**src/rtl/core/multi_token_bucket_table_macros.svh**
```systemverilog
// ----------------------------------------------------------------------------
// multi token bucket table assertion macros
// shared immediate-implication and next-cycle checks, clocked on clk with
// the synchronous active-low reset masking them
// ----------------------------------------------------------------------------
`ifndef MULTI_TOKEN_BUCKET_TABLE_MACROS_SVH
`define MULTI_TOKEN_BUCKET_TABLE_MACROS_SVH

// same-cycle implication
`define MTBT_ASSERT_IMP(lbl, ante, cons, msg) \
  lbl: assert property (@(posedge clk) disable iff (!rst_n) (ante) |-> (cons)) else $error(msg);

// next-cycle implication
`define MTBT_ASSERT_NXT(lbl, ante, cons, msg) \
  lbl: assert property (@(posedge clk) disable iff (!rst_n) (ante) |=> (cons)) else $error(msg);

`endif

```
**src/rtl/core/mtbt_pkg.sv**
```systemverilog
// ----------------------------------------------------------------------------
// mtbt_pkg
// request and result types, command and status codes of the token bucket table
// ----------------------------------------------------------------------------
package mtbt_pkg;

  typedef struct packed {
    logic [2:0]  cmd;
    logic [2:0]  bucket;
    logic [15:0] rate;
    logic [15:0] burst_limit;
    logic [15:0] request;
  } in_t;

  typedef struct packed {
    logic [1:0]  status;
    logic [2:0]  slot;
    logic [15:0] granted;
  } out_t;

  localparam logic [2:0] CMD_CREATE      = 3'd0;
  localparam logic [2:0] CMD_TICK        = 3'd1;
  localparam logic [2:0] CMD_FETCH       = 3'd2;
  localparam logic [2:0] CMD_DESTROY     = 3'd3;
  localparam logic [2:0] CMD_DESTROY_ALL = 3'd4;

  localparam logic [1:0] ST_OK      = 2'd0;
  localparam logic [1:0] ST_NOSPACE = 2'd1;
  localparam logic [1:0] ST_INVALID = 2'd2;
  localparam logic [1:0] ST_EMPTY   = 2'd3;

  typedef logic alu_op_t;
  localparam alu_op_t ALU_ADD = 1'b0;
  localparam alu_op_t ALU_SUB = 1'b1;

endpackage

```
**src/rtl/core/mtbt_alu.sv**
```systemverilog
// ----------------------------------------------------------------------------
// mtbt_alu
// shared token arithmetic: refill with saturation at the ceiling, or
// grant the lesser of request and tokens and return what is left
// ----------------------------------------------------------------------------
module mtbt_alu #(
  parameter int TOKEN_BITS = 16
) (
  input  mtbt_pkg::alu_op_t        op,
  input  logic [TOKEN_BITS-1:0]    tok,
  input  logic [TOKEN_BITS-1:0]    addend,
  input  logic [TOKEN_BITS-1:0]    lim,
  input  logic [15:0]              request,
  output logic [TOKEN_BITS-1:0]    res,
  output logic [15:0]              grant
);

  localparam int AW = ((TOKEN_BITS > 16) ? TOKEN_BITS : 16) + 1;

  logic          is_sub;
  logic [AW-1:0] opb;
  logic [AW-1:0] sum;
  logic          neg;
  logic          sat;

  assign is_sub = (op == mtbt_pkg::ALU_SUB);
  assign opb    = is_sub ? AW'(request) : AW'(addend);
  // single adder, subtract by inverting b with carry in
  assign sum    = AW'(tok) + (is_sub ? ~opb : opb) + AW'(is_sub);
  assign neg    = sum[AW-1];
  assign sat    = (sum >= AW'(lim));

  always_comb begin
    if (is_sub) begin
      if (neg) begin
        res   = '0;
        grant = 16'(tok);
      end else begin
        res   = TOKEN_BITS'(sum);
        grant = request;
      end
    end else begin
      res   = sat ? lim : TOKEN_BITS'(sum);
      grant = '0;
    end
  end

endmodule

```
**src/rtl/core/multi_token_bucket_table.sv**
```systemverilog
// ----------------------------------------------------------------------------
// multi_token_bucket_table
// table of NUM_BUCKETS token buckets driven by create, tick, fetch and
// destroy commands, one result per request
// ----------------------------------------------------------------------------
// Usage: drive in_data and raise start; the request is taken at an edge where
// start is high and busy is low. Exactly one result follows on out_data,
// marked by a one-cycle out_valid strobe; it must be taken that cycle, the
// receiver has no way to stall it. busy is low again in the strobe cycle, so
// the next request may be issued there.
// Path from the accepting request to its result: destroy, destroy-all,
// unknown commands and rejected fetches answer straight from idle; fetch
// reads the table, then makes one pass through the shared adder; create
// runs the free-slot scan at one slot per cycle; tick steps one slot per
// cycle through the table read port and the shared adder, then a drain state
// does the last write back. A new request is taken only once the last result
// is out, so back-to-back ticks each wait for the whole table pass.
// Reset (synchronous, active low) marks every slot free and idles the
// sequencer; the bucket table itself needs no clearing since a slot's contents
// are only used after create has written it.
// ----------------------------------------------------------------------------
`include "multi_token_bucket_table_macros.svh"

module multi_token_bucket_table #(
  parameter int NUM_BUCKETS = 8,
  parameter int TOKEN_BITS  = 16
) (
  input  logic            clk,
  input  logic            rst_n,
  input  logic            start,
  input  mtbt_pkg::in_t   in_data,
  output logic            busy,
  output logic            out_valid,
  output mtbt_pkg::out_t  out_data
);

  localparam int IDX_W = (NUM_BUCKETS > 1) ? $clog2(NUM_BUCKETS) : 1;
  localparam logic [IDX_W-1:0] LAST_IDX = IDX_W'(NUM_BUCKETS - 1);

  localparam logic [2:0] S_IDLE     = 3'd0;
  localparam logic [2:0] S_CREATE   = 3'd1;
  localparam logic [2:0] S_TICK     = 3'd2;
  localparam logic [2:0] S_DRAIN    = 3'd3;
  localparam logic [2:0] S_FETCH    = 3'd4;
  localparam logic [2:0] S_FETCH_WR = 3'd5;

  typedef struct packed {
    logic [TOKEN_BITS-1:0] tokens;
    logic [TOKEN_BITS-1:0] fill_rate;
    logic [TOKEN_BITS-1:0] ceiling;
  } entry_t;

  logic [2:0]             state_r, state_nxt;
  logic [IDX_W-1:0]       cnt_r, cnt_nxt;
  logic [IDX_W-1:0]       wb_idx_r;
  logic                   wb_vld_r, wb_vld_nxt;
  logic [NUM_BUCKETS-1:0] in_use_r, in_use_nxt;
  mtbt_pkg::in_t          req_r, req_nxt;
  logic                   out_valid_r, out_valid_nxt;
  mtbt_pkg::out_t         out_r, out_nxt;

  entry_t                 mem [NUM_BUCKETS];
  entry_t                 rd_data_r;
  logic                   mem_we;
  logic [IDX_W-1:0]       mem_waddr;
  entry_t                 mem_wdata;

  mtbt_pkg::alu_op_t      alu_op;
  logic [TOKEN_BITS-1:0]  alu_res;
  logic [15:0]            alu_grant;

  logic                   in_acc;
  logic [IDX_W-1:0]       bidx;
  logic                   bucket_ok;
  logic                   bucket_used;

  logic                   in_tick;
  logic                   res_fetch;
  logic                   res_nospace;
  logic                   res_created;
  int                     n_used;

  assign busy      = (state_r != S_IDLE);
  assign out_valid = out_valid_r;
  assign out_data  = out_r;

  assign in_acc      = start && !busy;
  assign bidx        = IDX_W'({29'd0, in_data.bucket});
  assign bucket_ok   = ({29'd0, in_data.bucket} < 32'(NUM_BUCKETS));
  assign bucket_used = bucket_ok && in_use_r[bidx];

  mtbt_alu #(
    .TOKEN_BITS(TOKEN_BITS)
  ) u_alu (
    .op      (alu_op),
    .tok     (rd_data_r.tokens),
    .addend  (rd_data_r.fill_rate),
    .lim     (rd_data_r.ceiling),
    .request (req_r.request),
    .res     (alu_res),
    .grant   (alu_grant)
  );

  always_comb begin
    state_nxt     = state_r;
    cnt_nxt       = cnt_r;
    in_use_nxt    = in_use_r;
    req_nxt       = req_r;
    out_valid_nxt = 1'b0;
    out_nxt       = out_r;
    wb_vld_nxt    = 1'b0;
    mem_we        = 1'b0;
    mem_waddr     = cnt_r;
    mem_wdata     = '{tokens: alu_res, fill_rate: rd_data_r.fill_rate,
                      ceiling: rd_data_r.ceiling};
    alu_op        = mtbt_pkg::ALU_ADD;

    // refill write back trails the tick read by one slot
    if (wb_vld_r) begin
      mem_we    = 1'b1;
      mem_waddr = wb_idx_r;
    end

    unique case (state_r)
      S_IDLE: begin
        if (in_acc) begin
          req_nxt = in_data;
          cnt_nxt = '0;
          unique case (in_data.cmd)
            mtbt_pkg::CMD_CREATE: begin
              state_nxt = S_CREATE;
            end
            mtbt_pkg::CMD_TICK: begin
              state_nxt = S_TICK;
            end
            mtbt_pkg::CMD_FETCH: begin
              if (bucket_used && (in_data.request != '0)) begin
                cnt_nxt   = bidx;
                state_nxt = S_FETCH;
              end else begin
                out_valid_nxt = 1'b1;
                out_nxt       = '{status: mtbt_pkg::ST_INVALID, slot: '0, granted: '0};
              end
            end
            mtbt_pkg::CMD_DESTROY: begin
              out_valid_nxt = 1'b1;
              if (bucket_ok) begin
                in_use_nxt[bidx] = 1'b0;
                out_nxt = '{status: mtbt_pkg::ST_OK, slot: '0, granted: '0};
              end else begin
                out_nxt = '{status: mtbt_pkg::ST_INVALID, slot: '0, granted: '0};
              end
            end
            mtbt_pkg::CMD_DESTROY_ALL: begin
              in_use_nxt    = '0;
              out_valid_nxt = 1'b1;
              out_nxt       = '{status: mtbt_pkg::ST_OK, slot: '0, granted: '0};
            end
            default: begin
              out_valid_nxt = 1'b1;
              out_nxt       = '{status: mtbt_pkg::ST_INVALID, slot: '0, granted: '0};
            end
          endcase
        end
      end
      S_CREATE: begin
        priority if (!in_use_r[cnt_r]) begin
          in_use_nxt[cnt_r] = 1'b1;
          mem_we        = 1'b1;
          mem_wdata     = '{tokens: '0, fill_rate: TOKEN_BITS'(req_r.rate),
                            ceiling: TOKEN_BITS'(req_r.burst_limit)};
          out_valid_nxt = 1'b1;
          out_nxt       = '{status: mtbt_pkg::ST_OK, slot: 3'(cnt_r), granted: '0};
          state_nxt     = S_IDLE;
        end else if (cnt_r == LAST_IDX) begin
          out_valid_nxt = 1'b1;
          out_nxt       = '{status: mtbt_pkg::ST_NOSPACE, slot: '0, granted: '0};
          state_nxt     = S_IDLE;
        end else begin
          cnt_nxt = cnt_r + IDX_W'(1);
        end
      end
      S_TICK: begin
        wb_vld_nxt = in_use_r[cnt_r];
        if (cnt_r == LAST_IDX) begin
          state_nxt = S_DRAIN;
        end else begin
          cnt_nxt = cnt_r + IDX_W'(1);
        end
      end
      S_DRAIN: begin
        out_valid_nxt = 1'b1;
        out_nxt       = '{status: mtbt_pkg::ST_OK, slot: '0, granted: '0};
        state_nxt     = S_IDLE;
      end
      S_FETCH: begin
        state_nxt = S_FETCH_WR;
      end
      S_FETCH_WR: begin
        alu_op        = mtbt_pkg::ALU_SUB;
        out_valid_nxt = 1'b1;
        state_nxt     = S_IDLE;
        if (rd_data_r.tokens == '0) begin
          out_nxt = '{status: mtbt_pkg::ST_EMPTY, slot: '0, granted: '0};
        end else begin
          mem_we  = 1'b1;
          out_nxt = '{status: mtbt_pkg::ST_OK, slot: '0, granted: alu_grant};
        end
      end
      default: begin
        state_nxt = S_IDLE;
      end
    endcase
  end

  always_ff @(posedge clk) begin
    if (!rst_n) begin
      state_r     <= S_IDLE;
      cnt_r       <= '0;
      wb_vld_r    <= 1'b0;
      in_use_r    <= '0;
      out_valid_r <= 1'b0;
    end else begin
      state_r     <= state_nxt;
      cnt_r       <= cnt_nxt;
      wb_vld_r    <= wb_vld_nxt;
      in_use_r    <= in_use_nxt;
      out_valid_r <= out_valid_nxt;
    end
  end

  always_ff @(posedge clk) begin
    req_r    <= req_nxt;
    out_r    <= out_nxt;
    wb_idx_r <= cnt_r;
  end

  // bucket table, one write and one registered read per cycle
  always_ff @(posedge clk) begin
    if (mem_we) begin
      mem[mem_waddr] <= mem_wdata;
    end
    rd_data_r <= mem[cnt_r];
  end

  assign in_tick     = (state_r == S_TICK) || (state_r == S_DRAIN);
  assign res_fetch   = out_valid_r && (req_r.cmd == mtbt_pkg::CMD_FETCH);
  assign res_nospace = out_valid_r && (out_r.status == mtbt_pkg::ST_NOSPACE);
  assign res_created = out_valid_r && (req_r.cmd == mtbt_pkg::CMD_CREATE) &&
                       (out_r.status == mtbt_pkg::ST_OK);
  assign n_used      = $countones(in_use_r);

  `MTBT_ASSERT_IMP(a_strobe_idle, out_valid_r, state_r == S_IDLE, "strobe while busy")
  `MTBT_ASSERT_IMP(a_wb_in_tick, wb_vld_r, in_tick, "refill write back outside tick")
  `MTBT_ASSERT_IMP(a_nospace_full, res_nospace, &in_use_r, "no space with a free slot")
  `MTBT_ASSERT_IMP(a_grant_le_req, res_fetch, out_r.granted <= req_r.request, "grant over request")
  `MTBT_ASSERT_IMP(a_create_claims, res_created, n_used == ($past(n_used) + 1), "create slot count")
  `MTBT_ASSERT_NXT(a_fetch_wr, state_r == S_FETCH, state_r == S_FETCH_WR, "fetch write back missing")

endmodule

```
**config.mk**
```make
export PLATFORM = sky130hd
export DESIGN_NAME = multi_token_bucket_table
export DESIGN_NICKNAME = d
export VERILOG_FILES = /design/src/rtl/core/mtbt_pkg.sv /design/src/rtl/core/mtbt_alu.sv /design/src/rtl/core/multi_token_bucket_table.sv
export VERILOG_INCLUDE_DIRS = /design/src /design/src/rtl/core
export SDC_FILE = /design/constraint.sdc
export NUM_CORES = 1
export LEC_CHECK = 0
export BUFFER_PORTS_ARGS = -buffer_cell sky130_fd_sc_hd__clkbuf_2
export CAP_MARGIN = 10
export CORE_MARGIN = 2
export CORE_UTILIZATION = 56
export DETAILED_ROUTE_END_ITERATION = 8
export PLACE_DENSITY = 0.83
export REMOVE_ABC_BUFFERS = 1
export SLEW_MARGIN = 15
export SYNTH_ARGS = -nofsm -noshare
export SYNTH_HDL_FRONTEND = slang
export SYNTH_HIERARCHICAL = 1
export SYNTH_SLANG_ARGS = --single-unit
```
**constraint.sdc**
```tcl
create_clock -name clk -period 5.8 [get_ports clk]
set_clock_uncertainty 0.2 [all_clocks]
set_input_delay 0.29 -clock clk [delete_from_list [all_inputs] [get_ports clk]]
set_output_delay 0.29 -clock clk [all_outputs]
set_load 0.02 [all_outputs]
```
==> results of run 1 <==
==> routing by layer <==
metal	track usage, %	vias up	routed length, um
li1	-	5868	-
met1	33.2	6472	19500
met2	40.1	640	23600
met3	5.42	148	4610
met4	10.7	0	2090
met5	0	-	0
==> worst register-to-register path, delay by kind of cell, from the launching register on <==
family	cells	cell delay (ns)
fa+ha+maj	2	0.65
mux	2	0.50
buf+inv	3	0.61
flops	1	0.38
compound gates	7	1.19
simple gates	7	1.69
==> Yosys cell counts (4+ instances only) <==
| cell | number | area share [%] |
|---|---|---|
| nand2_1 | 27 | 0.47 |
| mux2i_1 | 127 | 5.9 |
| edfxtp_1 | 453 | 63 |
| o22a_1 | 46 | 1.9 |
| a22o_1 | 4 | 0.16 |
| buf_2 | 12 | 0.28 |
| o2bb2ai_1 | 7 | 0.28 |
| a21o_1 | 4 | 0.14 |
| nor3_1 | 9 | 0.21 |
| a21oi_1 | 91 | 2.1 |
| o211ai_1 | 5 | 0.17 |
| a31oi_1 | 8 | 0.23 |
| nor2_1 | 86 | 1.5 |
| xor2_1 | 8 | 0.32 |
| dfxtp_1 | 67 | 6.2 |
| o21ai_0 | 71 | 1.6 |
| mux4_2 | 6 | 0.62 |
| nor4_1 | 10 | 0.29 |
| buf_1 | 14 | 0.24 |
| xnor2_1 | 10 | 0.40 |
| o21a_1 | 4 | 0.14 |
| inv_1 | 29 | 0.50 |
| and2_1 | 22 | 0.64 |
| nor2b_1 | 36 | 1.0 |
| mux2_2 | 53 | 2.8 |
| nand3_1 | 15 | 0.35 |
| a22oi_1 | 48 | 1.7 |
| nand2b_1 | 7 | 0.20 |
| o22ai_1 | 7 | 0.20 |
| clkbuf_1 | 43 | 0.74 |
| ha_1 | 34 | 2.0 |
| mux2_1 | 30 | 1.6 |
==> logic make-up after synthesis <==
kind of cell | after synthesis | synth area share, %
AND/OR/NAND/NOR | 229 | 5.40
buffers and inverters | 107 | 2.08
adder cells (fa/ha/maj) | 35 | 2.06
flip-flops | 520 | 69.0
XOR/XNOR | 18 | 0.728
AO/OA/AOI/OAI | 322 | 9.78
multiplexers | 218 | 11.0
==> flip-flops by register name, summed over array words and instances, names as in the netlist <==
signal     flops
cnt_r          3
in_use_r       8
mem          384
out_data      21
out_valid      1
rd_data_r     48
req_r         48
state_r        3
wb_idx_r       3
wb_vld_r       1
==> cell type report <==
class                      count  share of cell area, %
clock inverter                18                  0.570
timing repair buffer         171                   5.07
multi-input combinational    822                   25.8
inverter                      32                  0.500
tap                          518                   2.59
clock buffer                  76                   5.68
sequential                   520                   59.8
==> worst max-delay path by stage <==
stage	startpoint	to	slack (ns)
CTS	state_r[0]	mem[7][43]	0.04
finish	state_r[0]	mem[6][42]	0.34
global route	state_r[0]	mem[1][38]	-0.02
floorplan	cnt_r[0]	mem[1][0]	-4.41
global placement	state_r[0]	mem[0][36]	0.34
detailed placement	state_r[0]	mem[7][42]	0.09
==> where the power goes <==
| group | internal [mW] | leakage [nW] | switching (mW) |
|---|---|---|---|
| sequential | 4.62 | 4.71 | 0.169 |
| combinational | 0.853 | 3.15 | 1.29 |
| clock | 1.74 | 0.752 | 1.34 |
==> what timing repair did <==
item / CTS / global route
setup buffers: 0 / 2
resized for setup: 1 / 18
setup endpoints to repair: 8 / 128
hold buffers: 53 / 0
pin swaps: 0 / 1
hold endpoints to repair: 62 / 0
==> metrics by stage <==
step	cells	power [mW]	hold WS [ns]
floorplan	1374	6.26	0.189
global placement	2008	6.79	0.267
detailed placement	2008	6.87	0.269
CTS	2155	9.95	0.0190
global route	2157	10.4	0.0389
finish	2157	10.0	0.0236
==> flow_summary.yaml, run 1 <==
clock_tree:
  cts.sinks: 520
  numCtsBuffers: 50
  cts_tree: "done"
  cts_max_level: 2
  cts-root-buf: "clkbuf_16"
  insertion_delay_ns: 0.60
  cts_buffer_depth: 3
  clk_pin_slew_ns: 0.06
routing:
  wirelength_um: 49800
  vias: 13100
  drtAntennaViolNets: 0
  viasPerCell: 6.09
  route.detailed.drc: 0
  detail_route.wl_per_cell_um: 23.1
  detailedRoute.firstIterationViolations: 1341
  dr.pass1.iters: 5
synth:
  syn_area_per_cell_um2: 15.0
  yosys_warnings: 6
  synth.cell_area_um2: 21700
  synth_edf_count: 453
  ys_ff_latch: 520
  ys_types: 72
  synth-main-ff-cell: "edfxtp_1"
  seq_area_frac_synth_pct: 69.0
  synthCells: 1449
  async_flop_share_pct: 0
die:
  die-area_um2: 40300
  die_h_um: 201
  rows: 72
  initial_core_util_pct: 56.5
  core_area_um2: 38400
  io_pins: 80
  die_x_um: 201
worst_setup_path:
  timing.rr.start: "state_r[0]"
  arrival_ns: 5.64
  startpoint_type: "register"
  cp-end-kind: "register"
  r2r_end: "mem[6][42]"
  crit_type: "reg -> reg"
  crit_cells: 21
  rr_worst_depth: 21
  max_stage_delay_ns: 0.40
  crit_buf_inv: 3
  r2r_slack_ns: 0.34
  crit_chain: "nor2b_2 -> nand2_1 -> inv_6 -> buf_4 -> a21oi_1 -> ha_1 -> o211ai_1 -> o21ai_0 -> o211ai_1 -> a21oi_2 -> mux2_2 -> ha_1 -> nand3_1 -> or3_1 -> nor3_1 -> a211oi_2 -> nand3_2 -> buf_12 -> mux2i_1 -> o21ai_0 -> nor2b_2"
  cp_data_required_time_ns: 5.99
  path_delay_family: "simple AND/OR/NAND/NOR gates"
  crit_slowest_cell: "or3_1"
  critical_path.max_fanout: 26
cells_and_area:
  nets: 1689
  final_common_cell: "edfxtp_1"
  areaGrowthSynthToFinish_pct: 15.5
  drive_gt1_share_pct: 18.1
  multi_input_comb_area_um2: 6460
  fin_util_pct: 65.2
  layout.cells.most_common_list: "453 x edfxtp_1, 127 x mux2i_1, 91 x a21oi_1"
  antenna_cells: 0
  fill_cells: 2667
  stdcell_area_um2: 25000
  seq_area_um2: 15000
placed_design:
  hpwl_um: 28900
  io_buffers: 79
  gp_congestion: 0.919
  dpl_worst_slack_ns: 0.0860
  placed_area_um2: 22900
hold_path:
  hold_class: "in -> reg"
  hold_depth: 3
  hold_start: "start"
  min_to: "state_r[1]"
pwr:
  ir_drop_v: 0.000218
  p_leak_nw: 8.61
  cellPowerDensity_nw_per_um2: 400
timing:
  hold_viol_final: 0
  drv_slew: 0
  setup_slack_ns: 0.344
  worst_slew_pin_slew_ns: 0.945
  fin_crit_ns: 5.46
  slew-limit-headroom_pct: 37.0
  fmax_ghz: 0.183
  min_period_over_period_pct: 94.1
  setup_violations: 0
  tns_ns: 0
global_route:
  grt_max_degree: 61
  grt_pass1_vias: 13300
  grt_pass1_wl_um: 76900
  gr-usage-all-layers_pct: 25.0
  antenna_found_initial: 0
  grt_overflow: 0
outcome:
  status: "finished, final reports clean"
run:
  drv_cap: 0
Power figures use the tool's default switching activity.
==> inputs of run 2 (changes only) <==
--- a/config.mk
+++ b/config.mk
@@ -9,9 +9,9 @@
 export BUFFER_PORTS_ARGS = -buffer_cell sky130_fd_sc_hd__clkbuf_2
 export CAP_MARGIN = 10
 export CORE_MARGIN = 2
-export CORE_UTILIZATION = 56
+export CORE_UTILIZATION = 66
 export DETAILED_ROUTE_END_ITERATION = 8
-export PLACE_DENSITY = 0.83
+export PLACE_DENSITY = 0.91
 export REMOVE_ABC_BUFFERS = 1
 export SLEW_MARGIN = 15
 export SYNTH_ARGS = -nofsm -noshare
==> constraint.sdc (replaced) <==
create_clock -name clk -period 6.7 [get_ports clk]
set_clock_uncertainty 0.2 [all_clocks]
set_input_delay 0.335 -clock clk [delete_from_list [all_inputs] [get_ports clk]]
set_output_delay 0.335 -clock clk [all_outputs]
set_load 0.02 [all_outputs]
==> run 2 against run 1 <==
  * Count of clock-buffer cells in the layout fell by 16
  * Final area fell by 0.97%
  * Flip-flop and latch count did not move
  * Power fell by 13%
  * Combinational power fell by 14%
  * Hold slack improved by 0.0022 ns
  * Die area fell by 15%
  * Final cell count fell by 4.5%
  * Fmax fell by 10%
  * Highest routed layer unchanged
==> flow_summary.yaml, run 2 (synthesis gave the netlist of run 1 again) <==
outcome:
  status: "finished, final reports clean"
cells_and_area:
  nets: 1670
  fill_cells: 1742
  areaGrowthSynthToFinish_pct: 14.4
  final_common_cell: "edfxtp_1"
  top_regs: "mem x384, rd_data_r x48, req_r x48"
  largest_reg_flops: 384
  layout.cells.most_common_list: "453 x edfxtp_1, 127 x mux2i_1, 91 x a21oi_1"
  stdcell_area_um2: 24800
  drive_gt1_share_pct: 16.9
  fin_util_pct: 76.3
  top_register: "mem"
  antenna_cells: 0
routing:
  drtAntennaViolNets: 0
  detail_route.wl_per_cell_um: 25.3
  dr.pass1.iters: 5
  viasPerCell: 6.60
  detailedRoute.firstIterationViolations: 1557
  wirelength_um: 52100
  route.detailed.drc: 0
  vias: 13600
timing:
  drv_slew: 0
  hold_ws_ns: 0.0258
  rsz0062_at_grt: "no"
  slew-limit-headroom_pct: 20.5
  setup_violations: 0
  hold_viol_final: 0
  fin_crit_ns: 6.09
  worst_slew_pin_slew_ns: 1.18
  fmax_ghz: 0.164
  min_period_over_period_pct: 90.9
hold_path:
  hold_class: "in -> reg"
pwr:
  cellPowerDensity_nw_per_um2: 352
  ir_drop_v: 0.000321
  p_leak_nw: 8.53
run:
  drv_cap: 0
die:
  rows: 66
  core_area_um2: 32500
  die_h_um: 185
  die_x_um: 185
  die-area_um2: 34300
  io_pins: 80
  initial_core_util_pct: 66.8
worst_setup_path:
  arrival_ns: 6.19
  crit_type: "reg -> reg"
  critical_path.max_fanout: 36
  startpoint_type: "register"
  cp_data_required_time_ns: 6.80
  cp-end-kind: "register"
clock_tree:
  cts_buffer_depth: 3
  numCtsBuffers: 49
  post_cts.repair.setup_buffers: 0
  clk_pin_slew_ns: 0.06
  cts_max_level: 2
  insertion_delay_ns: 0.57
  cts_tree: "done"
  cts-root-buf: "clkbuf_16"
  cts.sinks: 520
global_route:
  grt_pass1_vias: 13800
  grt_pass1_wl_um: 78300
  gr-usage-all-layers_pct: 30.8
  grt_max_degree: 63
  antenna_found_initial: 0
  grt_overflow: 0
placed_design:
  gp_congestion: 0.957
  io_buffers: 79
  hpwl_um: 27500
  placed_area_um2: 22700
## run 2: changes by cell type in the layout (fill, tap and decap cells not counted), moves of 2 or more
cell and change:
dlygate4sd3_1 -3, nor2b_2 -11, clkbuf_1 -13, clkinv_1 +4, bufinv_16 +3, clkinv_8 -2
clkinv_2 +5, nor2b_1 +13, clkbuf_8 -3, nor2b_4 -2, buf_4 -15
## run 2: cell type report
class                   instances  area [um^2]  share of cell area (%)
inverters                      32          120                   0.485
well taps                     442          553                    2.23
clock buffers                  60         1330                    5.37
repair buffers                153         1130                    4.55
multi-input cells             822         6420                    25.9
flip-flops and latches        520        15000                    60.4
clock inverters                32          274                    1.11
## run 2: layer usage
| metal | GRT usage (%) | up-vias | part of all wire, % |
|---|---|---|---|
| met5 | 0 | - | 0 |
| met3 | 5.74 | 208 | 11 |
| met1 | 40.4 | 6599 | 37 |
| met2 | 50.0 | 957 | 47 |
| li1 | - | 5843 | - |
| met4 | 15.0 | 0 | 4.8 |
## run 2: worst paths after layout
| kind | depth (start not counted) | slack (ns) | end | from |
|---|---|---|---|---|
| setup / recovery | 21 | 0.61 | mem[4][33] | state_r[0] |
| hold / removal | 3 | 0.03 | state_r[2] | in_data[53] |
| setup reg to reg | 21 | 0.61 | mem[4][33] | state_r[0] |
| hold reg to reg | 2 | 0.30 | in_use_r[3] | in_use_r[3] |
## run 2: timing repair
item | in CTS | in global routing
hold endpoints to repair | 55 | 0
gates resized for setup | 0 | 1
setup endpoints to repair | 0 | 8
hold buffers | 50 | 0
## run 2: where the power goes
group          switching, mW  internal [mW]
clock                   1.17           1.57
combinational           1.16          0.680
sequential             0.146           4.01
total                   2.47           6.26
## run 2: stage by stage
| step | instances | power [mW] | setup slack, ns | setup TNS [ns] |
|---|---|---|---|---|
| after floorplan | 1374 | 5.42 | -3.51 | -1635.71 |
| after global placement | 1919 | 5.81 | 0.931 | 0 |
| after detailed placement | 1919 | 5.90 | 0.754 | 0 |
| after CTS | 2061 | 8.66 | 0.671 | 0 |
| after global routing | 2061 | 9.01 | 0.178 | 0 |
| final | 2061 | 8.73 | 0.612 | 0 |
## run 2: critical path, stage by stage (launching register included)
cell and delay [ns]:
dfxtp_1 0.38, nor2b_1 0.34, nand2_1 0.13, inv_2 0.47, buf_4 0.40, nor2_1 0.09
a21oi_1 0.16, ha_1 0.26, nand3_1 0.16, nand2_1 0.17, o21ba_2 0.20, a21oi_1 0.19
xnor2_1 0.23, ha_1 0.32, a21o_1 0.19, a21oi_1 0.13, o21ai_0 0.09, a211oi_1 0.45
nand3_4 0.39, mux2i_4 0.29, a22o_1 0.19, nor2b_1 0.39
